File: src/hw/rtl/wlg_pkg.sv
package wlg_pkg;

   localparam int PATCH_POSITIONS = 512;
   localparam int POS_W           = $clog2(PATCH_POSITIONS);

   localparam logic [15:0] SCALE_ONE = 16'h8000;
   localparam logic [31:0] L1_ONE    = 32'h0001_0000;

   // Loss kinds selected by the mode register.
   localparam logic [1:0] MODE_LS    = 2'd0;
   localparam logic [1:0] MODE_HUBER = 2'd1;
   localparam logic [1:0] MODE_L1    = 2'd2;

   // Register indexes on the configuration port (byte address / 4).
   localparam logic [1:0] REG_LOSS_MODE   = 2'd0;
   localparam logic [1:0] REG_HUBER_DELTA = 2'd1;
   localparam logic [1:0] REG_WEIGHT_EN   = 2'd2;

   localparam logic [30:0] HUBER_DELTA_RESET = 31'd65536;

   typedef struct packed {
      logic [1:0]  loss_mode;
      logic [30:0] huber_delta;
      logic        weighting_enable;
   } cfg_type;

endpackage

File: src/hw/rtl/wlg_core.sv
module wlg_core (
   input  logic             clock,
   input  logic             reset,
   input  wlg_pkg::cfg_type cfg,
   input  logic             s1_valid,
   output logic             s1_ready,
   input  logic             s1_stage,
   input  logic [32:0]      s1_diff,
   input  logic [15:0]      s1_scale,
   output logic             s4_valid,
   input  logic             s4_ready,
   output logic [47:0]      s4_mag,
   output logic             s4_neg
);
   import wlg_pkg::*;

   // Stage 2: operand selection.
   logic        v2_ff, v2_in, r2;
   logic        use_mul2_ff, use_mul_in;
   logic [31:0] a2_ff, a_in;
   logic [32:0] b2_ff, b_in;
   logic [31:0] direct2_ff, direct_in;
   logic        neg2_ff, neg_in;
   logic [15:0] scale2_ff, scale_in;
   // Stage 3: loss magnitude.
   logic        v3_ff, v3_in, r3;
   logic [46:0] mag3_ff, mag3_in;
   logic        neg3_ff;
   logic [15:0] scale3_ff;
   logic [64:0] prod3;
   // Stage 4: scaled magnitude.
   logic        v4_ff, v4_in, r4;
   logic [47:0] m4_ff;
   logic        neg4_ff;
   logic [62:0] prod4;

   logic [32:0] abs_full;
   logic [31:0] ad;
   logic        d_pos;
   logic        huber_small;
   logic [32:0] huber_lin;

   assign r4       = !v4_ff || s4_ready;
   assign r3       = !v3_ff || r4;
   assign r2       = !v2_ff || r3;
   assign s1_ready = r2;

   assign v2_in = r2 ? s1_valid : v2_ff;
   assign v3_in = r3 ? v2_ff : v3_ff;
   assign v4_in = r4 ? v3_ff : v4_ff;

   always_ff @(posedge clock) begin
      if (reset) begin
         v2_ff <= 1'b0;
         v3_ff <= 1'b0;
         v4_ff <= 1'b0;
      end else begin
         v2_ff <= v2_in;
         v3_ff <= v3_in;
         v4_ff <= v4_in;
      end
   end

   assign abs_full    = s1_diff[32] ? (33'd0 - s1_diff) : s1_diff;
   assign ad          = abs_full[31:0];
   assign d_pos       = !s1_diff[32] && (s1_diff != 33'd0);
   assign huber_small = {1'b0, cfg.huber_delta} >= ad;
   // Only used when the delta is below |d|, so the difference stays positive.
   assign huber_lin   = {ad, 1'b0} - {2'b00, cfg.huber_delta};

   always_comb begin
      use_mul_in = 1'b0;
      a_in       = ad;
      b_in       = {1'b0, ad};
      direct_in  = 32'd0;
      neg_in     = 1'b0;
      case (cfg.loss_mode)
         MODE_LS: begin
            use_mul_in = !s1_stage;
            direct_in  = ad;
            neg_in     = s1_stage && d_pos;
         end
         MODE_HUBER: begin
            use_mul_in = !s1_stage;
            neg_in     = s1_stage && d_pos;
            if (huber_small) begin
               direct_in = ad;
            end else begin
               a_in      = {1'b0, cfg.huber_delta};
               b_in      = huber_lin;
               direct_in = {1'b0, cfg.huber_delta};
            end
         end
         MODE_L1: begin
            direct_in = s1_stage ? L1_ONE : ad;
            neg_in    = s1_stage && d_pos;
         end
         default: begin
            direct_in = 32'd0;
         end
      endcase
      scale_in = cfg.weighting_enable ? s1_scale : SCALE_ONE;
   end

   always_ff @(posedge clock) begin
      if (r2 && s1_valid) begin
         use_mul2_ff <= use_mul_in;
         a2_ff       <= a_in;
         b2_ff       <= b_in;
         direct2_ff  <= direct_in;
         neg2_ff     <= neg_in;
         scale2_ff   <= scale_in;
      end
   end

   assign prod3   = {33'd0, a2_ff} * {32'd0, b2_ff};
   assign mag3_in = use_mul2_ff ? prod3[63:17] : {15'd0, direct2_ff};

   always_ff @(posedge clock) begin
      if (r3 && v2_ff) begin
         mag3_ff   <= mag3_in;
         neg3_ff   <= neg2_ff;
         scale3_ff <= scale2_ff;
      end
   end

   assign prod4 = {16'd0, mag3_ff} * {47'd0, scale3_ff};

   always_ff @(posedge clock) begin
      if (r4 && v3_ff) begin
         m4_ff   <= prod4[62:15];
         neg4_ff <= neg3_ff;
      end
   end

   assign s4_valid = v4_ff;
   assign s4_mag   = m4_ff;
   assign s4_neg   = neg4_ff;

endmodule

File: config.mk
export PLATFORM = sky130hd
export DESIGN_NAME = wlg_core
export DESIGN_NICKNAME = d
export VERILOG_FILES = /design/src/hw/rtl/wlg_pkg.sv /design/src/hw/rtl/wlg_core.sv
export SDC_FILE = /design/constraint.sdc
export NUM_CORES = 2
export LEC_CHECK = 0
export BUFFER_PORTS_ARGS = -buffer_cell sky130_fd_sc_hd__buf_2
export CAP_MARGIN = 20
export CORE_ASPECT_RATIO = 1.5
export CORE_UTILIZATION = 40
export DETAILED_ROUTE_END_ITERATION = 7
export PLACE_DENSITY = 0.64
export SLEW_MARGIN = 20
export SYNTH_ARGS = -nofsm -noshare
export SYNTH_HDL_FRONTEND = slang
export SYNTH_SLANG_ARGS = --single-unit
File: constraint.sdc
create_clock -name clock -period 9.03 [get_ports clock]
set_input_delay 0.903 -clock clock [delete_from_list [all_inputs] [get_ports clock]]
set_output_delay 0.903 -clock clock [all_outputs]
set_load 0.005 [all_outputs]
== Yosys cells after proc, flatten, opt, wreduce, memory -nomap -nowiden ==
Index checks and enable logic that the tools add are counted.

* Add/subtract/negate cells: 2
* Bitwise gates (word level): 1
* $lt $le $gt $ge: 1
* $mul: 2
* Equal/unequal tests: 2
* Muxes and demuxes: 8
* Reductions and logical operators: 18

{| class="wikitable"
|+ Operators by type and width
! operator !! number
|-
| 32-bit 2-to-1 mux || 7
|-
| 32-bit one-hot mux with 3 select lines || 1
|-
| 32-bit by 33-bit multiplier with 64-bit output || 1
|-
| 47-bit by 16-bit multiplier with 63-bit output || 1
|-
| 33-bit nonzero test || 1
|-
| 33-bit by 31-bit subtractor with 33-bit output || 1
|-
| 31-bit by 32-bit >= comparator with 1-bit output || 1
|-
| 1-bit by 32-bit subtractor with 32-bit output, first input constant || 1
|-
| 1-bit logical AND || 5
|-
| 1-bit zero test || 5
|-
| 2-bit OR reduction || 2
|-
| 1-bit logical OR || 3
|-
| 3-bit OR reduction || 1
|-
| 2-bit by 1-bit == test with 1-bit output, second input constant || 1
|-
| 2-bit == test, second input constant || 1
|-
| 2-bit zero test || 1
|-
| 1-bit inverter || 1
|}

* Word-level logic and storage cells: 50
* Register bits: 231
* Output and inout bits: 51

== Logic depth before layout (Yosys ltp) ==
* Word-level depth: 5
* Mapped depth: 27
* Mapped depth without buffers: 26

== Worst setup path before layout ==
OpenSTA, ideal clock, no wires.

* Path type: input -> register
* From: input s4_ready
* To: register a2_ff[0], enable pin
* Required time: 8.375 ns
* Path buffers: 0
* Stages: 2
* Arrival time: 6.699 ns
* Setup slack: 1.675 ns
* Setup time: 0.655 ns
* Path through: nor2b_1 a31oi_1

* Cells in the longest elaborated chain, start to end: 4

{| class="wikitable"
|+ RTL lines
! item !! RTL line !! text
|-
| from (decl) || wlg_core.sv:11 || <nowiki>input logic s4_ready,</nowiki>
|-
| 1-bit logical OR || wlg_core.sv:43 || <nowiki>assign r4 = !v4_ff || s4_ready;</nowiki>
|-
| 1-bit logical OR || wlg_core.sv:44 || <nowiki>assign r3 = !v3_ff || r4;</nowiki>
|-
| 1-bit logical OR || wlg_core.sv:45 || <nowiki>assign r2 = !v2_ff || r3;</nowiki>
|-
| 1-bit logical AND || wlg_core.sv:106 || <nowiki>if (r2 && s1_valid) begin</nowiki>
|-
| to (signal assigned) || wlg_core.sv:108 || <nowiki>a2_ff <= a_in;</nowiki>
|-
| to (decl) || wlg_core.sv:20 || <nowiki>logic [31:0] a2_ff, a_in;</nowiki>
|}

Every way passes these cells.
A chain may end at the register's enable or synchronous reset.

== Final worst setup path ==
* From: register scale3_ff[1]
* To: register m4_ff[34] (netlist: s4_mag[34]) (data pin)

* Cells in the longest elaborated chain, start to end: 1

{| class="wikitable"
|+ RTL lines
! item !! RTL line !! text
|-
| from (decl) || wlg_core.sv:29 || <nowiki>logic [15:0] scale3_ff;</nowiki>
|-
| from (signal assigned) || wlg_core.sv:123 || <nowiki>scale3_ff <= scale2_ff;</nowiki>
|-
| 47-bit by 16-bit multiplier with 63-bit output || wlg_core.sv:127 || <nowiki>assign prod4 = {16'd0, mag3_ff} * {47'd0, scale3_ff};</nowiki>
|-
| via prod4[49] || wlg_core.sv:35 || <nowiki>logic [62:0] prod4;</nowiki>
|-
| to (signal assigned) || wlg_core.sv:131 || <nowiki>m4_ff <= prod4[62:15];</nowiki>
|-
| to (decl) || wlg_core.sv:33 || <nowiki>logic [47:0] m4_ff;</nowiki>
|}

The timed path passes the listed nets, and every way through them passes these cells.

==> flow_metrics.tcl <==
set metrics [dict create \
    fill_cells 16170 \
    grt_pass1_wl_um 323300 \
    drt-wirelength-per-cell_um 22.27 \
    antenna_left 0 \
    yosysSeqAreaShare 0.1029 \
    clock_sinks 230 \
    vias 49820 \
    r2r.worst_path.cells 24 \
    synth.distinct_cells 70 \
    initial_core_util 0.4032 \
    start_kind "register" \
    async_reset_ff_frac 0 \
    slew_violations 0 \
    grt-ovfl-total 0 \
    cp-end-kind "register" \
    synth_most_common_cell "fa_1" \
    min_period_ns 8.542 \
    cts-root-buf "clkbuf_16" \
    drc 0 \
    use_met2 0.4452 \
    setup_viol 0 \
    yosysWarnings 0 \
    hold_class "register to register" \
    synthCells 7171 \
    drive_above_1_share 0.05510 \
    die_w_um 335.8 \
    clkSlewWorstSetupHoldPaths_ns 0.07 \
    synth_top_cells_by_area "fa_1 46%, edfxtp_1 10%, inv_1 8.6%" \
    hold_depth 0 \
    numCtsBuffers 22 \
    register_area_sq_mm 0.006877 \
    status "complete, no violations" \
    crit_required_ns 9.39 \
    portBuffers 138 \
    ys_seq_elements 230 \
    fin_setup_tns_ns 0 \
    syn_area_sq_mm 0.06684 \
    grt_pass1_vias 54950 \
    drt-total-wl_um 209300 \
    grt_usage 0.2548 \
    cp_cell_sequence "buf_4, nand2_1, fa_1, inv_1, fa_1, inv_1, fa_1, fa_1, fa_1, inv_1, fa_1, ha_1, nand2_1, nor4_1, buf_4, o21ai_0, nor4b_1, buf_4, o211ai_1, o311ai_0, buf_4, a31oi_1, o21bai_1, xor2_1" \
    slew_headroom 0.2382 \
    synth_top_area_frac 0.4648 \
    grt_most_used_layer "met2" \
    cp_max_fo 19 \
    rsz0062_at_grt "false" \
    viasPerCell 5.302 \
    maxCapViolCount 0 \
    use_met3 0.03877 \
    cts_resized 0 \
    area_growth_pct 6.507 \
    path_class "register to register" \
    fin_nets 9225 \
    postSynthAreaPerCell_sq_um 9.321 \
    tritoncts "done" \
    grt_use_met1 0.2868 \
    skew_ns 0.02613 \
    die_h_um 502.6 \
    post-route-period-util 0.9460 \
    cts_buffer_depth 3 \
    hold_buffers 0 \
    grt_max_degree 85 \
    crit_top_cell "fa_1" \
    critical_path_arrival_ns 8.91 \
    synth_top_area_cell "fa_1" \
    fmax_mhz 117.1 \
    worst_pin_slew_ns 1.143 \
    io_pins 139 \
    cp_slowest_stage_delay_ns 1.04 \
    cts_setup_buffers 0 \
    synth_nets 9260 \
    final_hold_viol_count 0 \
    dieArea_sq_mm 0.1688 \
    row_count 183 \
    firstDrtPassIters 8 \
    slowest_stage "edfxtp_1" \
    synth_common_cells "1,552 x fa_1, 1,528 x inv_1, 1,229 x nand2_1, 721 x and2_1, 449 x ha_1" \
    synth_edf_count 227 \
    yosys_most_used_dff "edfxtp_1" \
    antenna_found_initial 23 \
    dp_hpwl_um 171500 \
    multiInputGateArea_sq_mm 0.05286 \
    worstSkewPairLatency_ns 0.61 \
    drt-initial-drc-count 3203 \
    gp_routability_congestion 0.9890 \
    htree_levels 1 \
    core_area_sq_mm 0.1658 \
]
## state kept, by name, indices dropped and copies added, names as in the netlist, 16 cells and up
register,count
s4_mag,48
mag3_ff,47
a2_ff,32
scale3_ff,16
b2_ff,32
direct2_ff,32
scale2_ff,16
## worst paths after layout
check                             start                endpoint  slack, ns
max              scale3_ff[1]$_DFFE_PP_    s4_mag[34]$_DFFE_PP_       0.49
min          scale2_ff[9]$_SDFFCE_PN0P_  scale3_ff[9]$_DFFE_PP_       0.41
max reg2reg      scale3_ff[1]$_DFFE_PP_    s4_mag[34]$_DFFE_PP_       0.49
min reg2reg  scale2_ff[9]$_SDFFCE_PN0P_  scale3_ff[9]$_DFFE_PP_       0.41
## metrics by stage
step                      cells  instance area, sq um  hold slack (ns)  utilization  setup slack (ns)
final                      9395                 71190           0.4124       0.4294            0.4881
after global routing       9383                 71160           0.4178       0.4292            0.1352
after CTS                  9367                 71060           0.4128       0.4287            0.5120
after detailed placement   9328                 70290           0.4045       0.4240            0.5002
after global placement     9327                 70270           0.4040       0.4239            0.5052
after floorplan            7171                 66840           0.4003            -             1.675
## logic make-up after synthesis
| kind of cell | synth area share |
|---|---|
| AO/OA/AOI/OAI | 0.05311 |
| XOR/XNOR | 0.01793 |
| adder cells (fa/ha/maj) | 0.5489 |
| buffers and inverters | 0.1070 |
| flip-flops | 0.1029 |
| multiplexers | 0.006514 |
| AND/OR/NAND/NOR | 0.1637 |
## worst max-delay path: cells and delay by family, from the launching register on
kind / cells / cell delay [ns]
adders and majority gates: 7 / 3.41
AOI/OAI and AO/OA: 5 / 1.18
and+or+nand+nor: 4 / 1.16
buffers and inverters: 7 / 1.11
DFF: 1 / 1.04
xor gates and xnor gates: 1 / 0.37
## area by class of cell
cell class / instances / area share
clock buffers: 24 / 0.007979
flip-flops and latches: 230 / 0.09660
clock inverters: 15 / 0.002865
inverters: 1528 / 0.08057
well taps: 2220 / 0.03902
multi-input cells: 5048 / 0.7426
repair buffers: 306 / 0.02953
diodes: 24 / 0.0008436
## cells in the final DEF (no fill, tap or decap), types with 6 or more instances in the layout
cell type,count
diode_2,24
clkbuf_16,22
ha_1,449
buf_12,9
a21oi_1,197
nor2b_1,22
nor3_1,38
or3_1,13
o21bai_1,22
a221oi_1,6
a31oi_1,22
o31ai_1,15
buf_2,138
or2_2,7
or4_1,7
and3_1,19
a21o_1,77
o22ai_1,30
nor4_1,6
and2_1,721
nand2_1,1229
nor2_1,137
nand3_1,34
xor2_1,57
nand4_1,30
mux2i_1,12
a21boi_0,6
buf_4,154
a211oi_1,15
o21ai_0,98
edfxtp_1,227
nand2b_1,21
fa_1,1552
o211ai_1,11
xnor2_1,78
o21a_1,25
inv_1,1528
mux2_2,28
## per-layer routing
layer / part of all wire / vias to the layer above / routed length (um)
met3: 0.065 / 630 / 13700
met4: 0.076 / 4 / 15930
met2: 0.50 / 1924 / 105100
met1: 0.36 / 25910 / 74500
li1: - / 21350 / -
met5: 0.00013 / - / 28
Power is not shown: default switching activity piles up to over one toggle a cycle in this logic, so the estimate is an artifact.
