## src/hw/rtl/wlg_out.sv

```systemverilog
module wlg_out (
   input  logic        clock,
   input  logic        reset,
   input  logic        s4_valid,
   output logic        s4_ready,
   input  logic [47:0] s4_mag,
   input  logic        s4_neg,
   output logic        out_valid,
   input  logic        out_ready,
   output logic [31:0] out_value,
   output logic        out_sat
);

   logic        valid_ff, valid_in;
   logic [31:0] value_ff, value_in;
   logic        sat_ff, sat_in;
   logic [31:0] mag_clip;

   assign s4_ready = !valid_ff || out_ready;
   assign valid_in = s4_ready ? s4_valid : valid_ff;

   always_comb begin
      if (s4_neg) begin
         sat_in   = s4_mag > 48'h0000_8000_0000;
         mag_clip = sat_in ? 32'h8000_0000 : s4_mag[31:0];
         value_in = 32'd0 - mag_clip;
      end else begin
         sat_in   = s4_mag > 48'h0000_7FFF_FFFF;
         mag_clip = sat_in ? 32'h7FFF_FFFF : s4_mag[31:0];
         value_in = mag_clip;
      end
   end

   always_ff @(posedge clock) begin
      if (reset) begin
         valid_ff <= 1'b0;
      end else begin
         valid_ff <= valid_in;
      end
   end

   always_ff @(posedge clock) begin
      if (s4_ready && s4_valid) begin
         value_ff <= value_in;
         sat_ff   <= sat_in;
      end
   end

   assign out_valid = valid_ff;
   assign out_value = value_ff;
   assign out_sat   = sat_ff;

endmodule

```

## config.mk

```make
export PLATFORM = sky130hd
export DESIGN_NAME = wlg_out
export DESIGN_NICKNAME = d
export VERILOG_FILES = /design/src/hw/rtl/wlg_out.sv
export SDC_FILE = /design/constraint.sdc
export NUM_CORES = 1
export LEC_CHECK = 0
export BUFFER_PORTS_ARGS = -buffer_cell sky130_fd_sc_hd__buf_4
export CORE_UTILIZATION = 50
export CTS_CLUSTER_SIZE = 14
export DETAILED_ROUTE_END_ITERATION = 10
export MAX_ROUTING_LAYER = met4
export PLACE_DENSITY = 0.81
export SETUP_SLACK_MARGIN = 0.1
export SLEW_MARGIN = 25
export SYNTH_ARGS = -nofsm -noshare
export SYNTH_HDL_FRONTEND = slang
export SYNTH_SLANG_ARGS = --single-unit
```

## constraint.sdc

```tcl
create_clock -name clock -period 3.1 [get_ports clock]
set_input_delay 0 -clock clock [delete_from_list [all_inputs] [get_ports clock]]
set_output_delay 0 -clock clock [all_outputs]
set_load 0.1 [all_outputs]
```

# Word level (Yosys, flattened, before mapping)
# Index checks and enable logic that the tools add are counted.
# Widths: inputs -> output; s select.
[totals] register_bits=34
[op_classes] n_mux=4 addsub=1 order_cmp=2 reduce_logical=3
[op_table] cell="$mux 32" n=3
[op_table] cell="$gt 48x31->1 const B" n=1
[op_table] cell="$gt 48x32->1 const B" n=1
[op_table] cell="$sub 1x32->32 const A" n=1
[op_table] cell="$logic_and 1x1->1" n=1
[op_table] cell="$logic_not 1->1" n=1
[op_table] cell="$logic_or 1x1->1" n=1
[op_table] cell="$mux 1" n=1

# Depth between registers and ports, before layout
# Gate-level depths: netlist of run 1.
[logic_depth] ltp_word=4 ltp_mapped=13

# Least setup slack after synthesis of run 1
# Ideal clock, no wire load.
[synth_timing] kind="reg2reg" start="register valid_ff (netlist: out_valid)" end="register sat_ff (netlist: out_sat), enable pin" path_slack_ps=128 stages_incl_launch_ff=3 setup_ps=410 synth_period_minus_slack_ps=2972 n_path_buf=0 arrival_ps=2562 required_time_ps=2690 cell_sequence="dfxtp_1 -> nand2b_1 -> and2_1"
[synth_between] elab_chain_len=3
[synth_rtl] element="from (decl)" line="14" text="logic valid_ff, valid_in;"
[synth_rtl] element="from (signal assigned)" line="38" text="valid_ff <= valid_in;"
[synth_rtl] element="$logic_not 1->1" line="19" text="assign s4_ready = !valid_ff || out_ready;"
[synth_rtl] element="$logic_or 1x1->1" line="19"
[synth_rtl] element="named net s4_ready" line="5" text="output logic s4_ready,"
[synth_rtl] element="$logic_and 1x1->1" line="43" text="if (s4_ready && s4_valid) begin"
[synth_rtl] element="to (signal assigned)" line="45" text="sat_ff <= sat_in;"
[synth_rtl] element="to (decl)" line="16" text="logic sat_ff, sat_in;"
# The timed path passes the listed nets, and every way through them passes these cells.
# A chain may end at the register's enable or synchronous reset.

# Final worst setup path of run 1
[layout_timing] start="input s4_mag[44]" end="register value_ff[8] (netlist: out_value[8]), data pin"
[layout_between] elab_chain_len=4
[layout_rtl] element="from (decl)" line="6" text="input logic [47:0] s4_mag,"
[layout_rtl] element="$gt 48x32->1" line="24" text="sat_in = s4_mag > 48'h0000_8000_0000;"
[layout_rtl] element="$mux 32" line="25" text="mag_clip = sat_in ? 32'h8000_0000 : s4_mag[31:0];"
[layout_rtl] element="$sub 1x32->32" line="26" text="value_in = 32'd0 - mag_clip;"
[layout_rtl] element="$mux 32 (*)" line="23" text="if (s4_neg) begin"
[layout_rtl] element="named net value_in[8]" line="15" text="logic [31:0] value_ff, value_in;"
[layout_rtl] element="to (signal assigned)" line="44" text="value_ff <= value_in;"
[layout_rtl] element="to (decl)" line="15"
# Mark *: on every way through the listed nets, which the timed path passes. The rest lies on a longest branch.

==> flow_metrics.tcl, run 1 <==
set metrics [dict create \
    yosys.area_share.xor_xnor 0 \
    leakagePower_nw 1.230 \
    run_status "complete, no violations" \
    synth_top_flop_cell "edfxtp_1" \
    required_time_at_the_endpoint_of_the_critical_path_ns 3.18 \
    cts.sinks 34 \
    final-hold-violation-count 0 \
    pwr-share-comb 0.322 \
    routed_via_density 6.526 \
    synth.cell_area_um2 2421 \
    whs_path_depth 2 \
    design.die.area_um2 5124 \
    max_cap_violations 0 \
    final_hpwl_dp_um 5292 \
    switching_power_mw 0.4760 \
    yosys-top-cells-area "edfxtp_1, a21oi_1, nor2_1" \
    layout.nets 408 \
    area_delta_synth_final_pct 33.44 \
    synth_edf_count 33 \
    synth_area_leader_cell "edfxtp_1" \
    drt-total-wl_um 7548 \
    critical_path.reg2reg.endpoint "out_value[14]$_DFFE_PP_" \
    rsz0062_at_grt "no" \
    power-per-cell-area_nw_per_um2 395.6 \
    drtIter0Drc 363 \
    synth-warning-count 0 \
    globalRouteTotalUtil 0.3067 \
    n_antenna_cell 0 \
    async_reset_ff_frac 0 \
    critPathLaunchType "input port" \
    report.final.setup_viol 0 \
    cts_buffers 5 \
    detailroute.via_count 2656 \
    hp-class "in2reg" \
    synthDominantCellAreaShare 0.4093 \
    power.clock.fraction 0.252 \
    post-place-cells 397 \
    reg2reg_depth 3 \
    max_freq_ghz 0.3762 \
    ctsLongestPathBuffers 2 \
    crit_type "in2reg" \
    end_kind "register" \
    synth_adder_area_share 0.005168 \
    simple_gate_fraction_of_synth_area 0.2687 \
    clock_tree_from_tritoncts "built" \
    synth_cell_types 58 \
    source_to_sink_clock_delay_at_the_later_pin_of_the_worst_skew_pair_ns 0.29 \
    htree_levels 2 \
    fin_skew_ns 0.005109 \
    dieWidth_um 71.59 \
    worst-r2r-setup-slack_ns 1.81 \
    min_delay_worst_endpoint "out_value[26]$_DFFE_PP_" \
    cts.clk_slew.worst_paths_ns 0.07 \
    core_um2 4504 \
    floorplan.initialDensity 0.5375 \
    largest_family_of_logic_cells_by_synthesized_area "simple AND/OR/NAND/NOR gates" \
    worst-path-max-fanout 7 \
    drt.antenna.violating_nets 0 \
    p_int_mw 0.8019 \
    globalRouteOverflowTotal 0 \
    postSynthRegisterBits 34 \
    grt_pass1_vias 2406 \
    synth-seq-area-share 0.4176 \
    place_congestion 0.9199 \
    timing.final.crit_period_ns 2.658 \
    cts.repair_timing.setup_buffer_count 0 \
    route.detailed.drc 0 \
    wire_per_inst_um 18.55 \
    min_from "s4_mag[26]" \
    floorplan.io_pins 88 \
    vdd.ir_drop.worst_uv 240.7 \
    buffer_ports.inserted 87 \
    grt_first_pass_wirelength_um 11760 \
    synth_area_per_cell_um2 9.348 \
    detailedRoute.firstPassIterationCount 5 \
    synth_compound_area_frac 0.2651 \
    core.rowCount 24 \
    max_slew.worst_pin.slew_ns 0.7178 \
    setup_ws_ns 0.4421 \
    syn_inst 259 \
    antenna_found_initial 0 \
    grt_max_degree 38 \
    die_height_um 71.59 \
    layout-drive-gt1-share 0.3352 \
    timing.final.crit_share 0.8574 \
    post_synth_mux_area_share 0 \
    layoutNonFillerInstCount 407 \
    timing.final.max_slew_violations 0 \
    synth_nets 313 \
    setup_total_negative_slack_ns 0 \
    p_seq_frac 0.426 \
    buffer_cell_driving_the_clock_tree_root "clkbuf_8" \
    reg2reg_launch_point "out_valid$_SDFFE_PP0N_" \
    max_slew_margin 0.5178 \
    p_sw_frac 0.3725 \
    place_ws_ns 0.2450 \
    worst-endpoint-arrival_ns 2.74 \
]
-- per-stage QoR --
step	power, mW	util	hold slack, ns	area (um^2)
5_1_grt	1.315	0.7172	0.04287	3231
2_1_floorplan	0.8216	-	0.06907	2421
4_1_cts	1.281	0.7172	0.03887	3231
3_3_place_gp	0.9557	0.6944	0.1599	3128
6_report	1.278	0.7172	0.04462	3231
3_5_place_dp	0.9603	0.6944	0.1602	3128
-- synth_stat cells, drive strengths merged, types with 2 or more instances --
| library cell | n |
|---|---|
| nand3 | 8 |
| o31ai | 5 |
| a311oi | 3 |
| nor3 | 13 |
| a21o | 4 |
| nand3b | 3 |
| nor4 | 10 |
| o22a | 3 |
| and2 | 3 |
| or2 | 2 |
| a31oi | 5 |
| a221o | 3 |
| o211ai | 4 |
| buf | 4 |
| and4 | 2 |
| nand2b | 2 |
| a211oi | 4 |
| or3 | 3 |
| o21ai | 16 |
| a21oi | 28 |
| or4 | 3 |
| nand2 | 23 |
| edfxtp | 33 |
| nor4b | 2 |
| nand4 | 5 |
| o22ai | 4 |
| nor2 | 32 |
| inv | 5 |
| a2bb2oi | 2 |
| a221oi | 2 |
| clkbuf | 5 |
| o311a | 3 |
-- state kept, by name (all words and copies together), names as in the netlist --
name,cells
out_sat,1
out_valid,1
out_value,32
-- critical path: stages --
cell and delay [ns]:
buf_4 0.11, nor4_1 0.36, nand4_1 0.30, or4_4 0.67
nand2_2 0.17, nand2_1 0.09, ha_1 0.20, o31ai_1 0.18
buf_4 0.26, a21oi_1 0.07, a211oi_1 0.32
-- area by class of cell --
type,instances,area (um^2)
sequential,34,1011
inverter,5,18.77
timing repair buffer,99,748.2
clock inverter,2,10.01
fill,365,1274
multi-input combinational,209,1305
clock buffer,6,72.57
tap,52,65.06
-- per-layer routing --
metal / GRT usage / vias up / wire length (um)
li1: - / 1224 / -
met1: 0.4087 / 1216 / 2967
met2: 0.4931 / 200 / 3624
met3: 0.04641 / 16 / 840
met4: 0.08061 / 0 / 115
met5: - / - / 0
-- cells in the final DEF (no fill, tap or decap), drive strengths merged, types with 2 or more instances in the layout --
cell / count
o211ai: 4
and4: 2
clkinv: 2
a221oi: 2
a21o: 4
nor4: 10
nor3: 13
inv: 5
nand3b: 3
a311oi: 3
a211oi: 4
edfxtp: 33
or3: 3
nand4: 5
o311a: 3
o22ai: 4
nand2b: 2
buf: 97
nand3: 8
or2: 2
clkbuf: 6
o31ai: 5
o22a: 3
or4: 3
dlygate4sd3: 2
a2bb2oi: 2
and2: 3
o21ai: 16
nand2: 23
nor4b: 2
nor2: 32
a21oi: 28
a221o: 3
a31oi: 5
-- timing repair --
| item | CTS | global route |
|---|---|---|
| endpoints found under the hold margin | 1 | 0 |
| gates resized for setup | 0 | 0 |
| hold buffers | 2 | 0 |
-- worst max path at each step --
| stage | from | slack, ns | depth (start not counted) | to |
|---|---|---|---|---|
| final | s4_mag[44] | 0.44 | 11 | out_value[8]$_DFFE_PP_ |
| after global routing | s4_mag[47] | 0.21 | 11 | out_value[8]$_DFFE_PP_ |
| after CTS | s4_mag[44] | 0.51 | 11 | out_value[8]$_DFFE_PP_ |
| after detailed placement | s4_mag[44] | 0.24 | 11 | out_value[8]$_DFFE_PP_ |
| after global placement | s4_mag[36] | 0.38 | 12 | out_value[6]$_DFFE_PP_ |
| after floorplan | out_valid$_SDFFE_PP0N_ | 0.13 | 2 | out_sat$_DFFE_PP_ |
-- kinds of logic after synthesis --
kind of cell,count (synthesis)
AND/OR/NAND/NOR,113
AO/OA/AOI/OAI,95
flip-flops,34
buffers and inverters,16
adder cells (fa/ha/maj),1
-- power by group through the flow --
stage / logic (mW) / clock network [mW] / registers, mW
floorplan: 0.0741 / 0 / 0.748
global placement: 0.402 / 0 / 0.554
detailed placement: 0.406 / 0 / 0.555
CTS: 0.409 / 0.327 / 0.545
global route: 0.427 / 0.342 / 0.546
finish: 0.411 / 0.322 / 0.544
Note: power is estimated with default switching activity, not from simulation.
==> inputs of run 2 (changes only) <==
CTS_BUF_LIST = sky130_fd_sc_hd__clkbuf_16   (was unset)
PLACE_DENSITY = unset   (was 0.81)
PLACE_DENSITY_LB_ADDON = 0.2   (was unset)
==> flow_metrics.tcl, run 2 (synthesis gave the netlist of run 1 again) <==
set metrics [dict create \
    run_status "complete, no violations" \
    max_slew_margin 0.5746 \
    grt_pass1_vias 2449 \
    buffer_ports.inserted 87 \
    critical_path_cell_by_cell "buf_4 -> nor4_1 -> nand4_1 -> or4_4 -> nand2_2 -> nand2_1 -> ha_1 -> o31ai_1 -> buf_4 -> nand2_1 -> o21ai_0 -> a2bb2oi_1" \
    floorplan.initialDensity 0.5375 \
    crit_type "in2reg" \
    buffer_cell_driving_the_clock_tree_root "clkbuf_16" \
    largest_reg_flops 32 \
    post-place-cells 399 \
    mostFrequentLayoutCell "buf_4" \
    drtIter0Drc 221 \
    core_um2 4504 \
    setup_total_negative_slack_ns 0 \
    fin_skew_ns 0.003998 \
    crit_path_top_delay_cell "or4_4" \
    globalRouteOverflowTotal 0 \
    crit_path_max_incr_delay_ns 0.66 \
    leakagePower_nw 1.269 \
    core.rowCount 24 \
    area_delta_synth_final_pct 36.33 \
    layout-drive-gt1-share 0.3361 \
    power-per-cell-area_nw_per_um2 434.5 \
    p_int_mw 0.9377 \
    ctsLongestPathBuffers 2 \
    cts.sinks 34 \
    setup_ws_ns 0.5787 \
    p_sw_frac 0.3461 \
    final_hpwl_dp_um 5350 \
    timing.final.max_slew_violations 0 \
    place_ws_ns 0.3240 \
    cts.repair_timing.setup_buffer_count 0 \
    grt_max_degree 38 \
    antenna_found_initial 0 \
    htree_levels 2 \
    worst-path-buf-inv 2 \
    clock_tree_from_tritoncts "built" \
    cpLargestDelayFamily "simple AND/OR/NAND/NOR gates" \
    pwr-share-comb 0.286 \
    die_height_um 71.59 \
    max_cap_violations 0 \
    switching_power_mw 0.4963 \
    required_time_at_the_endpoint_of_the_critical_path_ns 3.11 \
    timing.final.crit_period_ns 2.521 \
    layout_common_cells "buf_4, edfxtp_1, nor2_1, a21oi_1, nand2_1" \
    n_antenna_cell 0 \
    cts_buffers 5 \
    route.detailed.drc 0 \
    dieWidth_um 71.59 \
    p_total_mw 1.434 \
    floorplan.io_pins 88 \
    timing.final.crit_share 0.8133 \
    detailroute.via_count 2656 \
    critPathLaunchType "input port" \
    report.final.setup_viol 0 \
    globalRouteTotalUtil 0.3168 \
    max_slew.worst_pin.slew_ns 0.6332 \
    max_freq_ghz 0.3966 \
    final-hold-violation-count 0 \
    source_to_sink_clock_delay_at_the_later_pin_of_the_worst_skew_pair_ns 0.28 \
    layout.nets 410 \
    cts.clk_slew.worst_paths_ns 0.06 \
    worst-endpoint-arrival_ns 2.53 \
    routed_via_density 6.494 \
    wire_per_inst_um 18.24 \
    end_kind "register" \
    drt.antenna.violating_nets 0 \
    vdd.ir_drop.worst_uv 266.5 \
    layoutNonFillerInstCount 409 \
    grt_first_pass_wirelength_um 12050 \
    worst-path-max-fanout 8 \
    drt-total-wl_um 7461 \
    power.clock.fraction 0.333 \
    detailedRoute.firstPassIterationCount 5 \
    rsz0062_at_grt "no" \
    p_seq_frac 0.381 \
    place_congestion 0.9019 \
    design.die.area_um2 5124 \
    hp-class "in2reg" \
]
## run 2: changes by cell type in the layout (fill, tap and decap cells not counted)
cell,delta
clkinv_2,-1
buf_4,+2
clkbuf_1,-1
clkbuf_8,-5
clkinv_1,+1
inv_1,+1
clkbuf_16,+5
## run 2: timing repair
item	4_1_cts	5_1_grt
resized for setup	0	0
hold endpoints to repair	1	0
setup endpoints to repair	0	0
hold buffers	2	0
## run 2: final cells by class
type / count / area [um^2]
multi-input combinational: 209 / 1305
timing repair buffer: 101 / 763.2
sequential: 34 / 1011
inverter: 5 / 18.77
clock buffer: 5 / 125.1
fill: 343 / 1204
tap: 52 / 65.06
clock inverter: 3 / 12.51
## run 2: final timing paths
check | end | start | slack (ns) | depth (start not counted)
min reg2reg | out_value[0]$_DFFE_PP_ | out_valid$_SDFFE_PP0N_ | 1.05 | 3
max reg2reg | out_value[24]$_DFFE_PP_ | out_valid$_SDFFE_PP0N_ | 1.82 | 3
max | out_value[4]$_DFFE_PP_ | s4_mag[43] | 0.58 | 12
min | out_value[21]$_DFFE_PP_ | s4_mag[21] | 0.06 | 2
## run 2: power groups by stage
stage | Clock [mW] | Combinational, mW | Sequential (mW)
floorplan | 0 | 0.0741 | 0.748
CTS | 0.478 | 0.409 | 0.546
finish | 0.478 | 0.410 | 0.546
detailed placement | 0 | 0.405 | 0.555
global placement | 0 | 0.402 | 0.554
global route | 0.492 | 0.427 | 0.548
## run 2: per-stage QoR
stage / hold slack, ns / util / area [um^2]
global route: 0.07006 / 0.7328 / 3301
CTS: 0.05006 / 0.7328 / 3301
detailed placement: 0.1642 / 0.6978 / 3143
floorplan: 0.06907 / - / 2421
global placement: 0.1548 / 0.6978 / 3143
finish: 0.05983 / 0.7328 / 3301
## run 2: layer usage
metal / up-vias / GRT usage / wire, um
met2: 173 / 0.5005 / 3537
met3: 13 / 0.04923 / 750
met4: 0 / 0.1002 / 96
met5: - / - / 0
met1: 1231 / 0.4220 / 3077
li1: 1239 / - / -
## run 2: worst reg2reg max path: cells and delay by family (launching register included)
family                 cells  cell delay (ns)
buffers and inverters      1             0.39
AND/OR/NAND/NOR            2             0.23
flip-flops                 1             0.30
