### src/hw/rtl/wlg_pkg.sv
package wlg_pkg;

   localparam int PATCH_POSITIONS = 512;
   localparam int POS_W           = $clog2(PATCH_POSITIONS);

   localparam logic [15:0] SCALE_ONE = 16'h8000;
   localparam logic [31:0] L1_ONE    = 32'h0001_0000;

   // Loss kinds selected by the mode register.
   localparam logic [1:0] MODE_LS    = 2'd0;
   localparam logic [1:0] MODE_HUBER = 2'd1;
   localparam logic [1:0] MODE_L1    = 2'd2;

   // Register indexes on the configuration port (byte address / 4).
   localparam logic [1:0] REG_LOSS_MODE   = 2'd0;
   localparam logic [1:0] REG_HUBER_DELTA = 2'd1;
   localparam logic [1:0] REG_WEIGHT_EN   = 2'd2;

   localparam logic [30:0] HUBER_DELTA_RESET = 31'd65536;

   typedef struct packed {
      logic [1:0]  loss_mode;
      logic [30:0] huber_delta;
      logic        weighting_enable;
   } cfg_type;

endpackage

### src/hw/rtl/wlg_csr.sv
module wlg_csr (
   input  logic              clock,
   input  logic              reset,
   input  logic              csr_psel,
   input  logic              csr_penable,
   input  logic              csr_pwrite,
   input  logic [3:0]        csr_paddr,
   input  logic [31:0]       csr_pwdata,
   output logic [31:0]       csr_prdata,
   output logic              csr_pready,
   output wlg_pkg::cfg_type  cfg
);
   import wlg_pkg::*;

   cfg_type cfg_ff;
   cfg_type cfg_in;
   logic    wr_en;

   assign csr_pready = 1'b1;
   assign wr_en      = csr_psel && csr_penable && csr_pwrite;

   always_comb begin
      cfg_in = cfg_ff;
      if (wr_en) begin
         case (csr_paddr[3:2])
            REG_LOSS_MODE:   cfg_in.loss_mode        = csr_pwdata[1:0];
            REG_HUBER_DELTA: cfg_in.huber_delta      = csr_pwdata[30:0];
            REG_WEIGHT_EN:   cfg_in.weighting_enable = csr_pwdata[0];
            default:         cfg_in = cfg_ff;
         endcase
      end
   end

   always_ff @(posedge clock) begin
      if (reset) begin
         cfg_ff.loss_mode        <= MODE_LS;
         cfg_ff.huber_delta      <= HUBER_DELTA_RESET;
         cfg_ff.weighting_enable <= 1'b0;
      end else begin
         cfg_ff <= cfg_in;
      end
   end

   always_comb begin
      case (csr_paddr[3:2])
         REG_LOSS_MODE:   csr_prdata = {30'd0, cfg_ff.loss_mode};
         REG_HUBER_DELTA: csr_prdata = {1'b0, cfg_ff.huber_delta};
         REG_WEIGHT_EN:   csr_prdata = {31'd0, cfg_ff.weighting_enable};
         default:         csr_prdata = 32'd0;
      endcase
   end

   assign cfg = cfg_ff;

endmodule

### config.mk
export PLATFORM = sky130hd
export DESIGN_NAME = wlg_csr
export DESIGN_NICKNAME = d
export VERILOG_FILES = /design/src/hw/rtl/wlg_pkg.sv /design/src/hw/rtl/wlg_csr.sv
export SDC_FILE = /design/constraint.sdc
export NUM_CORES = 1
export LEC_CHECK = 0
export BUFFER_PORTS_ARGS = -buffer_cell sky130_fd_sc_hd__buf_2
export CELL_PAD_IN_SITES_DETAIL_PLACEMENT = 0
export CELL_PAD_IN_SITES_GLOBAL_PLACEMENT = 1
export CORE_MARGIN = 4
export CORE_UTILIZATION = 31
export CTS_CLUSTER_SIZE = 14
export DETAILED_ROUTE_END_ITERATION = 7
export HOLD_SLACK_MARGIN = 0.08
export PLACE_DENSITY = 0.8
export SLEW_MARGIN = 40
export SYNTH_ARGS = -nofsm -noshare
export SYNTH_HDL_FRONTEND = slang
export SYNTH_SLANG_ARGS = --single-unit
### constraint.sdc
create_clock -name clock -period 1.3 [get_ports clock]
set_clock_uncertainty 0.15 [all_clocks]
set_input_delay 0 -clock clock [delete_from_list [all_inputs] [get_ports clock]]
set_output_delay 0 -clock clock [all_outputs]
set_load 0.02 [all_outputs]
# Word level (Yosys, flattened, before mapping)
# Index checks and enable logic that the tools add are counted.
# Widths: inputs -> output; s select.
# totals
ff_bits	34
input_bits	41
output_inout_bits	67
wordCells	12
# op_classes
n_eq_ne	2
muxes	1
reduce_logical	6
# ops
op	count
$pmux 31 s3	1
$reduce_and 2->1	3
$eq 2x1->1 const B	1
$eq 2x2->1 const B	1
$logic_and 1x1->1	2
$logic_not 2->1	1

# Depth between registers and ports, before layout
# Gate-level depths: netlist of the first run.
# depth
depth_word	3
mapped_depth	5
mapped_depth_nobuf	3

# Worst setup path before layout of the first run
# Ideal clock, no wire load.
# synth_path
kind	reg-to-output
start	register cfg_ff, in the netlist cfg[1]
end	output port csr_prdata[0]
t_arrival_ps	1027
t_required_ps	1150
setup_slack_ps	123
stages_incl_launch_ff	3
path_buffers	0
path_cell_list	dfxtp_1 mux2i_1 o21ai_0
# synth_via
elab_chain_len	1
# synth_lines
item	line	source
start, declared	wlg_csr.sv:15	cfg_type cfg_ff;
start signal, assigned	wlg_csr.sv:40	cfg_ff <= cfg_in;
$pmux 31 s3	wlg_csr.sv:45	case (csr_paddr[3:2])
end, declared	wlg_csr.sv:9	output logic [31:0] csr_prdata,
# No other way between the ends.

# Worst setup path in the final report of the first run
# Ends and elaborated chain as after synthesis.

==> results of run 1 <==
[what timing repair did]
item / 4_1_cts / 5_1_grt
setup endpoints to repair: 0 / 3
gates resized for setup: 0 / 1
hold endpoints to repair: 34 / 0
hold buffers: 37 / 0
setup buffers: 0 / 0
[cell usage in the layout, fill, tap and decap left out]
master          count
dfxtp_1            34
buf_2             102
buf_12              3
nand4_1             2
and4_4              1
nand2_1             1
buf_4               1
conb_1              2
mux2i_1            36
dlymetal6s4s_1      1
nand2b_1           63
o21ai_0             1
clkbuf_1            2
nor2b_4             1
nor2_1              4
clkbuf_8            5
and2b_2             1
and2_1             29
dlygate4sd3_1      36
[through the flow]
stage | cells | power, mW | area, sq um | setup slack [ps] | utilization (%)
detailed placement | 353 | 1.336 | 2362 | 130.1 | 42.12
finish | 397 | 2.114 | 2811 | 70.35 | 50.13
floorplan | 191 | 1.239 | 1823 | 123.1 | -
global route | 397 | 2.236 | 2811 | 13.94 | 50.13
global placement | 353 | 1.333 | 2362 | 152.5 | 42.12
CTS | 397 | 2.166 | 2809 | 87.19 | 50.09
[cell families (layout without fill, tap and decap cells)]
group	count (synthesis)	after routing	synth area share, %
AOI/OAI and AO/OA	1	1	0.2743
DFF	34	34	37.34
and+or+nand+nor	102	102	35.14
muxes	36	36	19.77
other	2	2	0.4120
buffers and inverters	16	150	7.069
[worst paths after layout]
path	endpoint	start	depth (start not counted)	slack (ps)
worst min-delay path	cfg[0]$_SDFFE_PP0P_	csr_paddr[3]	4	140
worst min register to register	cfg[18]$_SDFFE_PP0P_	cfg[18]$_SDFFE_PP0P_	2	330
worst max-delay path	csr_prdata[0]	cfg[1]$_SDFFE_PP0P_	3	70
worst max register to register	cfg[31]$_SDFFE_PP0P_	cfg[31]$_SDFFE_PP0P_	2	540
[power by group]
part	leakage [nW]	total, mW	switching [mW]	internal (mW)
logic	1.03	0.332	0.136	0.197
registers	0.274	1.06	0.00918	1.06
clock network	0.0383	0.717	0.349	0.368
[metal layers]
metal	vias to the layer above	track usage (%)	routed length [um]
li1	867	-	-
met1	742	15.24	2001
met2	71	23.35	2216
met3	5	4.024	405
met4	0	3.453	44
met5	-	0	0
[worst reg2reg max path, stage by stage, from the launching register on]
cell      delay, ps
dfxtp_1         360
nand2b_1         70
mux2i_1         120
[layout make-up]
class	instances	area share, %
Clock buffer	7	2.715
Timing Repair Buffer	143	33.82
Multi-Input combinational cell	141	36.05
Sequential cell	34	24.21
Tap cell	72	3.204
==> results.md, run 1 <==
- Fin crit share: 94.59%
- Initial antenna violation count: 0
- CTS tree: built
- Area of the core: 5608 sq um
- Largest register FFs: 34
- Cell family with most CP delay: flip-flops
- Synth area leader: dfxtp_1
- IO buf count: 102
- Yosys top cell area share: 37.34%
- Register Area: 680.7 sq um
- Yosys Warn Count: 0
- Pwr/cell area: 752.0 nW/um^2
- Yosys reg bits: 34
- Peak VDD IR: 340.3 uV
- Final hold slack: 135.6 ps
- Final WL: 4.669 mm
- Nets@finish: 366
- Layout cells sized above 1: 35.08%
- Cell Area, Synth: 1823 sq um
- Commonest cells post-synth: nand2b_1, mux2i_1, dfxtp_1
- Critical Path RT: 1150 ps
- Bufs on Longest Clock Path: 2
- Worst setup EP type: output pin
- # H-tree levels: 2
- RSZ-0062 raised after global routing: no
- Clock sink count: 34
- Worst-path clk slew: 70 ps
- Skew-Pair Late Insertion Delay: 280 ps
- Pins Over Slew Limit: 0
- Unique masters post-synth: 17
- Synth Instances: 191
- Global-route wire length before repair: 7.728 mm
- Ports: 108
- Critical Path Max Stage Delay: 370 ps
- Crit Path Class: reg -> out
- CTS Buf Count: 5
- Count leader, synth: nand2b_1
- Die X: 84.69 um
- Initial Util: 32.51%
- Setup TNS: 0 ps
- Leakage: 1.347 nW
- Drt initial violations: 34
- Height of the die: 84.69 um
- # Max-Cap Violations: 0
- Primary FF master, synth: dfxtp_1
- Post-DP HPWL: 3.007 mm
- Buf/Inv on CP: 1
- Final Critical Period: 1230 ps
- Hold Crit Class: in -> reg
- Syn nets: 232
- Number of flops mapped to enable cells by yosys: 0
- Multi-input logic area: 1013 sq um
- Sequential area share after synthesis: 37.34%
- Total die area: 7172 sq um
- Drt drc: 0
- FFs w/ async S/R, synth: 0%
- GRT Overall Usage: 13.14%
- Largest fanout on the critical path: 3
- Clock root cell: clkbuf_8
- Area growth, synth to finish: 54.22%
- Critical-path cell list: mux2i_1 -> o21ai_0 -> buf_2
- TritonRoute pass-1 iters: 2
- DR vias/cell: 4.244
- Diodes inserted: 0
- Placer Congestion: 0.6690
- DRT antenna net count: 0
- Top cells by area, synth: dfxtp_1, nand2b_1, mux2i_1, and2_1, buf_12
- Max Freq: 813.2 MHz
- GRT overflow: 0
- Slowest-stage cell, CP: dfxtp_1
- Vias in the first global route: 1,706
- Status: complete, no violations
- Row count: 27
- # fillers: 534
- Routed length per instance: 11.76 um
- Worst Path Arrival: 1080 ps
- Synth Area per Inst: 9.544 sq um
- Setup-failing EPs final: 0
- CP Launch Type: register
- Hold Violations, Final: 0
- Via count: 1,685
- Maximum number of pins on one net before global-route repair: 66
Note: power is estimated with default switching activity, not from simulation.
==> run 2: changes to the inputs <==
- CAP_MARGIN: not set -> 10
- CORE_MARGIN: 4 -> not set
==> run 2 against run 1 <==
  * Critical path type is now in -> reg
  * Register-to-register slack is essentially flat
  * First-iteration DRC count fell by 2.9%
  * Power is 3.4% higher
  * Cell count rose by 0.25%
  * Sequential share of layout area fell by 0.074 points
  * Largest power group unchanged
  * Clock power up 11%
  * Sequential power is essentially flat
  * Routed wire length decreased by 9.8%
  * Fmax is 1.3% lower
  * Utilization increased by 0.55 points
==> results.md, run 2 (synthesis results as in run 1) <==
- Buf/Inv on CP: 3 (was 1)
- Status: complete, no violations (unchanged)
- Fin crit share: 95.87% (was 94.59%)
- Max Freq: 802.4 MHz (was 813.2 MHz)
- # fillers: 537 (was 534)
- Total die area: 6191 sq um (was 7172 sq um)
- Nets@finish: 366 (unchanged)
- Die X: 78.69 um (was 84.69 um)
- Area of the core: 5574 sq um (was 5608 sq um)
- Row count: 27 (unchanged)
- Cell family with most CP delay: buffers and inverters (was flip-flops)
- Most common cell after layout, fill and taps aside: buf_2 (unchanged)
- GRT overflow: 0 (unchanged)
- Initial antenna violation count: 0 (unchanged)
- Routed length per instance: 10.58 um (was 11.76 um)
- Area growth, synth to finish: 54.98% (was 54.22%)
- Critical-path cell list: dlygate4sd3_1 -> buf_2 -> and4_4 -> buf_12 -> mux2i_1 (was mux2i_1 -> o21ai_0 -> buf_2)
- Most frequent cells in the layout: buf_2, nand2b_1, dlygate4sd3_1 (was buf_2, nand2b_1, mux2i_1, dlygate4sd3_1, dfxtp_1)
- Initial Util: 32.70% (was 32.51%)
- Worst setup EP type: register (was output pin)
- Worst-path clk slew: 70 ps (about the same)
- Vias in the first global route: 1,486 (was 1,706)
- Height of the die: 78.69 um (was 84.69 um)
- Skew-Pair Late Insertion Delay: 270 ps (was 280 ps)
- Crit Path Class: in -> reg (was reg -> out)
- TritonRoute pass-1 iters: 4 (was 2)
- Largest fanout on the critical path: 17 (was 3)
- Final WL: 4.210 mm (was 4.669 mm)
- Setup TNS: 0 ps (unchanged)
- Critical Path Max Stage Delay: 530 ps (was 370 ps)
- GRT Overall Usage: 13.47% (was 13.14%)
- Peak VDD IR: 369.1 uV (was 340.3 uV)
- Post-place instance area: 2362 sq um (unchanged)
- Setup-failing EPs final: 0 (unchanged)
- Slowest-stage cell, CP: dlygate4sd3_1 (was dfxtp_1)
- Final worst slack: 53.66 ps (was 70.35 ps)
- Drt drc: 0 (unchanged)
- Clock sink count: 34 (unchanged)
- Post-layout util: 50.68% (was 50.13%)
- Bufs on Longest Clock Path: 2 (unchanged)
- Largest register FFs: 34 (unchanged)
- Clock root cell: clkbuf_8 (unchanged)
- Critical Path RT: 1350 ps (was 1150 ps)
- Leakage: 1.349 nW (was 1.347 nW)
- Multi-input logic area: 1013 sq um (unchanged)
- Global-route wire length before repair: 6.555 mm (was 7.728 mm)
- # H-tree levels: 2 (unchanged)
- DRT antenna net count: 0 (unchanged)
- # Max-Cap Violations: 0 (unchanged)
- Via count: 1,668 (was 1,685)
- DR vias/cell: 4.191 (was 4.244)
- Post-DP HPWL: 2.707 mm (was 3.007 mm)
- IO buf count: 102 (unchanged)
- CP Launch Type: primary input (was register)
- Register Area: 681.9 sq um (was 680.7 sq um)
- Layout cells sized above 1: 35.89% (was 35.08%)
- Ports: 108 (unchanged)
- Post-Layout Inst Area: 2825 sq um (was 2811 sq um)
- Final Critical Period: 1246 ps (was 1230 ps)
- Post-place setup slack: 99.74 ps (was 130.1 ps)
- Hold Crit Class: in -> reg (unchanged)
- Drt initial violations: 33 (was 34)
- Final hold slack: 139.6 ps (was 135.6 ps)
- Pwr/cell area: 773.8 nW/um^2 (was 752.0 nW/um^2)
- CTS Buf Count: 5 (unchanged)
- Hold Violations, Final: 0 (unchanged)
- Maximum number of pins on one net before global-route repair: 66 (unchanged)
- Worst Path Arrival: 1300 ps (was 1080 ps)
- Placer Congestion: 0.7304 (was 0.6690)
- RSZ-0062 raised after global routing: no (unchanged)
- Diodes inserted: 0 (unchanged)
- Pins Over Slew Limit: 0 (unchanged)
- CTS tree: built (unchanged)
-- run 2: cell count changes in the layout (fill, tap and decap cells not counted), sizes merged --
cell / previous run / this run
clkinv: 0 / 1
dlygate4sd3: 36 / 37
dlymetal6s4s: 1 / 0
-- run 2: path summary, 6_finish.rpt --
check,from,endpoint,slack [ps],depth (start not counted)
max,csr_psel,cfg[24]$_SDFFE_PP0P_,50,5
max reg2reg,cfg[24]$_SDFFE_PP0P_,cfg[24]$_SDFFE_PP0P_,530,2
min reg2reg,cfg[4]$_SDFFE_PP0P_,cfg[4]$_SDFFE_PP0P_,330,2
min,csr_paddr[3],cfg[0]$_SDFFE_PP0P_,140,4
-- run 2: cell type report --
cell class	instances	share of cell area, %
well taps	72	3.189
multi-input cells	141	35.87
flip-flops and latches	34	24.14
repair buffers	143	33.57
clock buffers	7	3.056
clock inverters	1	0.1771
-- run 2: power by group --
group          leakage [nW]  internal [mW]  switching (mW)
Sequential            0.275           1.06         0.00918
Clock                0.0482          0.427           0.366
Combinational          1.03          0.196           0.133
-- run 2: stage by stage --
step           total power, mW  std cells
3_3_place_gp             1.330        353
4_1_cts                  2.228        398
3_5_place_dp             1.333        353
2_1_floorplan            1.239        191
6_report                 2.186        398
5_1_grt                  2.308        398
-- run 2: worst min-delay path: stages --
cell and delay [ps]:
buf_2 130, and2b_2 200, nand4_1 110, mux2i_1 70
-- run 2: what timing repair did --
action,in CTS,in global routing
buffers inserted,0,0
resized for setup,0,1
endpoints found under the setup margin,0,1
hold buffers,37,0
endpoints found under the hold margin,34,0
-- run 2: per-layer routing --
layer  up-vias  track usage, %  wire [um]
met5         -               0          0
met4         0           4.630         20
met3         2           3.953        223
met2        61           24.26       2044
met1       738           14.89       1922
li1        867               -          -
==> run 3: changes to the inputs <==
- ABC_AREA: not set -> 1
- CORE_UTILIZATION: 31 -> 27
- PLACE_DENSITY: 0.8 -> 0.79
==> run 3 against run 2 <==
  * Register-to-register slack better by 20 ps
  * Die area is 12% higher
  * Via count is 21% higher
  * Largest power group unchanged
  * Worst setup slack better by 110 ps
  * Largest cell class is now non-clock buffers
==> results.md, run 3 <==
- Post-CTS Resized: 0 (unchanged)
- Cell Area, Synth: 1777 sq um (was 1823 sq um)
- Combinational Power Share: 17.9% (was 15.1%)
- Bufs on Longest Clock Path: 2 (unchanged)
- Max Freq: 876.2 MHz (was 802.4 MHz)
- Total die area: 6909 sq um (was 6191 sq um)
- Synth Area per Inst: 6.023 sq um (was 9.544 sq um)
- Global-route wire length before repair: 8.328 mm (was 6.555 mm)
- Maximum number of pins on one net before global-route repair: 35 (was 66)
- Via count: 2,025 (was 1,668)
- Vias in the first global route: 1,886 (was 1,486)
- TritonRoute pass-1 iters: 4 (unchanged)
- Hold Violations, Final: 0 (unchanged)
- Skew-Pair Late Insertion Delay: 280 ps (was 270 ps)
- Area of the core: 6350 sq um (was 5574 sq um)
- Most frequent cells in the layout: buf_2, nor2_1, inv_1 (was buf_2, nand2b_1, dlygate4sd3_1)
- Die X: 83.12 um (was 78.69 um)
- Pins Over Slew Limit: 0 (unchanged)
- # H-tree levels: 2 (unchanged)
- Unique masters post-synth: 19 (was 17)
- DR vias/cell: 3.971 (was 4.191)
- Hold Crit Class: in -> reg (unchanged)
- GRT Overall Usage: 14.67% (was 13.47%)
- Worst setup EP type: output pin (was register)
- Drt initial violations: 41 (was 33)
- Clock root cell: clkbuf_8 (unchanged)
- Post-layout util: 44.51% (was 50.68%)
- Drt drc: 0 (unchanged)
- Ports: 108 (unchanged)
- Switching share of power: 26.73% (was 23.24%)
- Count leader, synth: nor2_1 (was nand2b_1)
- RSZ-0062 raised after global routing: no (unchanged)
- Final WL: 4.862 mm (was 4.210 mm)
- Fin crit share: 87.79% (was 95.87%)
- Largest fanout on the critical path: 3 (was 17)
- Final Critical Period: 1141 ps (was 1246 ps)
- GRT overflow: 0 (unchanged)
- Diodes inserted: 0 (unchanged)
- # fillers: 684 (was 537)
- Nets@finish: 473 (was 366)
- Top cells by area, synth: dfxtp_1, nor2_1, inv_1, nand3_1, nand2_1 (was dfxtp_1, nand2b_1, mux2i_1, and2_1, buf_12)
- Final worst slack: 158.7 ps (was 53.66 ps)
- Synth Instances: 295 (was 191)
- Synth area leader: dfxtp_1 (unchanged)
- IO buf count: 102 (unchanged)
- Primary FF master, synth: dfxtp_1 (unchanged)
- Commonest cells post-synth: nor2_1, inv_1, nand2_1 (was nand2b_1, mux2i_1, dfxtp_1)
- Yosys Warn Count: 0 (unchanged)
- Clock Power Share: 35.3% (was 36.3%)
- Leakage: 1.511 nW (was 1.349 nW)
- Most common cell after layout, fill and taps aside: buf_2 (unchanged)
- Top sig layer: met4 (unchanged)
- Initial Util: 27.98% (was 32.70%)
- Layout cells sized above 1: 28.64% (was 35.89%)
- NetSw: 0.6162 mW (was 0.5080 mW)
- Setup TNS: 0 ps (unchanged)
- # Post-CTS Setup Buffers: 0 (unchanged)
- Routed length per instance: 9.533 um (was 10.58 um)
- Pwr/cell area: 815.4 nW/um^2 (was 773.8 nW/um^2)
- Worst-path clk slew: 70 ps (about the same)
- Met3 wire length: 233 um (was 223 um)
- Post-place setup slack: 228.0 ps (was 99.74 ps)
- # Max-Cap Violations: 0 (unchanged)
- CTS Buf Count: 5 (unchanged)
- Sequential area share after synthesis: 38.31% (was 37.34%)
- Final Power: 2.305 mW (was 2.186 mW)
- Crit Path Class: reg -> out (was in -> reg)
- Clock sink count: 34 (unchanged)
- CP Launch Type: register (was primary input)
- Area growth, synth to finish: 59.08% (was 54.98%)
- CTS tree: built (unchanged)
- Syn nets: 336 (was 232)
- Number of flops mapped to enable cells by yosys: 0 (unchanged)
- Sequential Power Share: 46.9% (was 48.7%)
- Setup-failing EPs final: 0 (unchanged)
- CTS Hold Bufs: 37 (unchanged)
- Critical Path RT: 1150 ps (was 1350 ps)
- DR WL met2: 2.359 mm (was 2.044 mm)
- FFs w/ async S/R, synth: 0% (unchanged)
- Height of the die: 83.12 um (was 78.69 um)
- Cell Int Power: 1.689 mW (was 1.678 mW)
- Status: complete, no violations (unchanged)
- Yosys reg bits: 34 (unchanged)
- Placer Congestion: 0.7346 (was 0.7304)
- Initial antenna violation count: 0 (unchanged)
- Post-DP HPWL: 3.184 mm (was 2.707 mm)
- DRT antenna net count: 0 (unchanged)
- Row count: 29 (was 27)
- Worst Path Arrival: 990 ps (was 1300 ps)
- Largest register FFs: 34 (unchanged)
- Yosys top cell area share: 38.31% (was 37.34%)
- Peak VDD IR: 342.9 uV (was 369.1 uV)
- Wl on met1: 2.234 mm (was 1.922 mm)
[run 3: cell count changes in the layout (fill, tap and decap cells not counted), sizes merged, moves of 2 or more]
cell,change
nand4,-2
nand3,+36
and2,-29
nand2b,-63
inv,+62
nor2,+96
nand2,+39
buf,+4
mux2i,-36
[run 3: critical path: stages (launching register included)]
cell and delay (ps):
dfxtp_1 330, a22o_1 220, buf_2 150
[run 3: cell families (layout without fill, tap and decap cells)]
family          after synthesis  in the layout  synth area share, %
flops                        34             34                38.31
simple gates                176            176                40.85
buf+inv                      80            218                19.37
compound gates                3              3                1.056
other cells                   2              2               0.4227
[run 3: final timing paths]
path	from	end	slack, ps	cells past startpoint
setup / recovery	cfg[33]$_SDFFE_PP0P_	csr_prdata[1]	160	2
hold / removal	csr_penable	cfg[33]$_SDFFE_PP0P_	80	5
setup reg to reg	cfg[0]$_SDFFE_PP0P_	cfg[0]$_SDFFE_PP0P_	550	2
hold reg to reg	cfg[14]$_SDFFE_PP0P_	cfg[14]$_SDFFE_PP0P_	350	2
[run 3: through the flow]
step                instance area [sq um]  hold WS, ps  cells
floorplan                            1777       -23.76    295
global placement                     2361        66.83    465
detailed placement                   2361        67.10    465
CTS                                  2826        84.25    510
global route                         2826        140.6    510
finish                               2826        84.68    510
[run 3: power by group through the flow]
stage	combinational [mW]	sequential [mW]	clock, mW
2_1_floorplan	0.176	1.13	0
3_3_place_gp	0.328	1.10	0
3_5_place_dp	0.330	1.10	0
4_1_cts	0.416	1.08	0.853
5_1_grt	0.461	1.08	0.889
6_report	0.412	1.08	0.812
[run 3: area by class of cell]
cell class	instances	area [sq um]	share of cell area, %
Timing Repair Buffer	147	965.9	34.17
Tap cell	77	96.34	3.409
Multi-Input combinational cell	181	752.0	26.60
Sequential cell	34	680.7	24.08
Clock inverter	2	12.51	0.4427
Inverter	63	236.5	8.367
Clock buffer	6	82.58	2.922
[run 3: layer usage]
layer | up-vias | GRT usage [%]
li1 | 1117 | -
met1 | 847 | 17.40
met2 | 59 | 26.53
met3 | 2 | 2.386
met4 | 0 | 5.172
met5 | - | 0
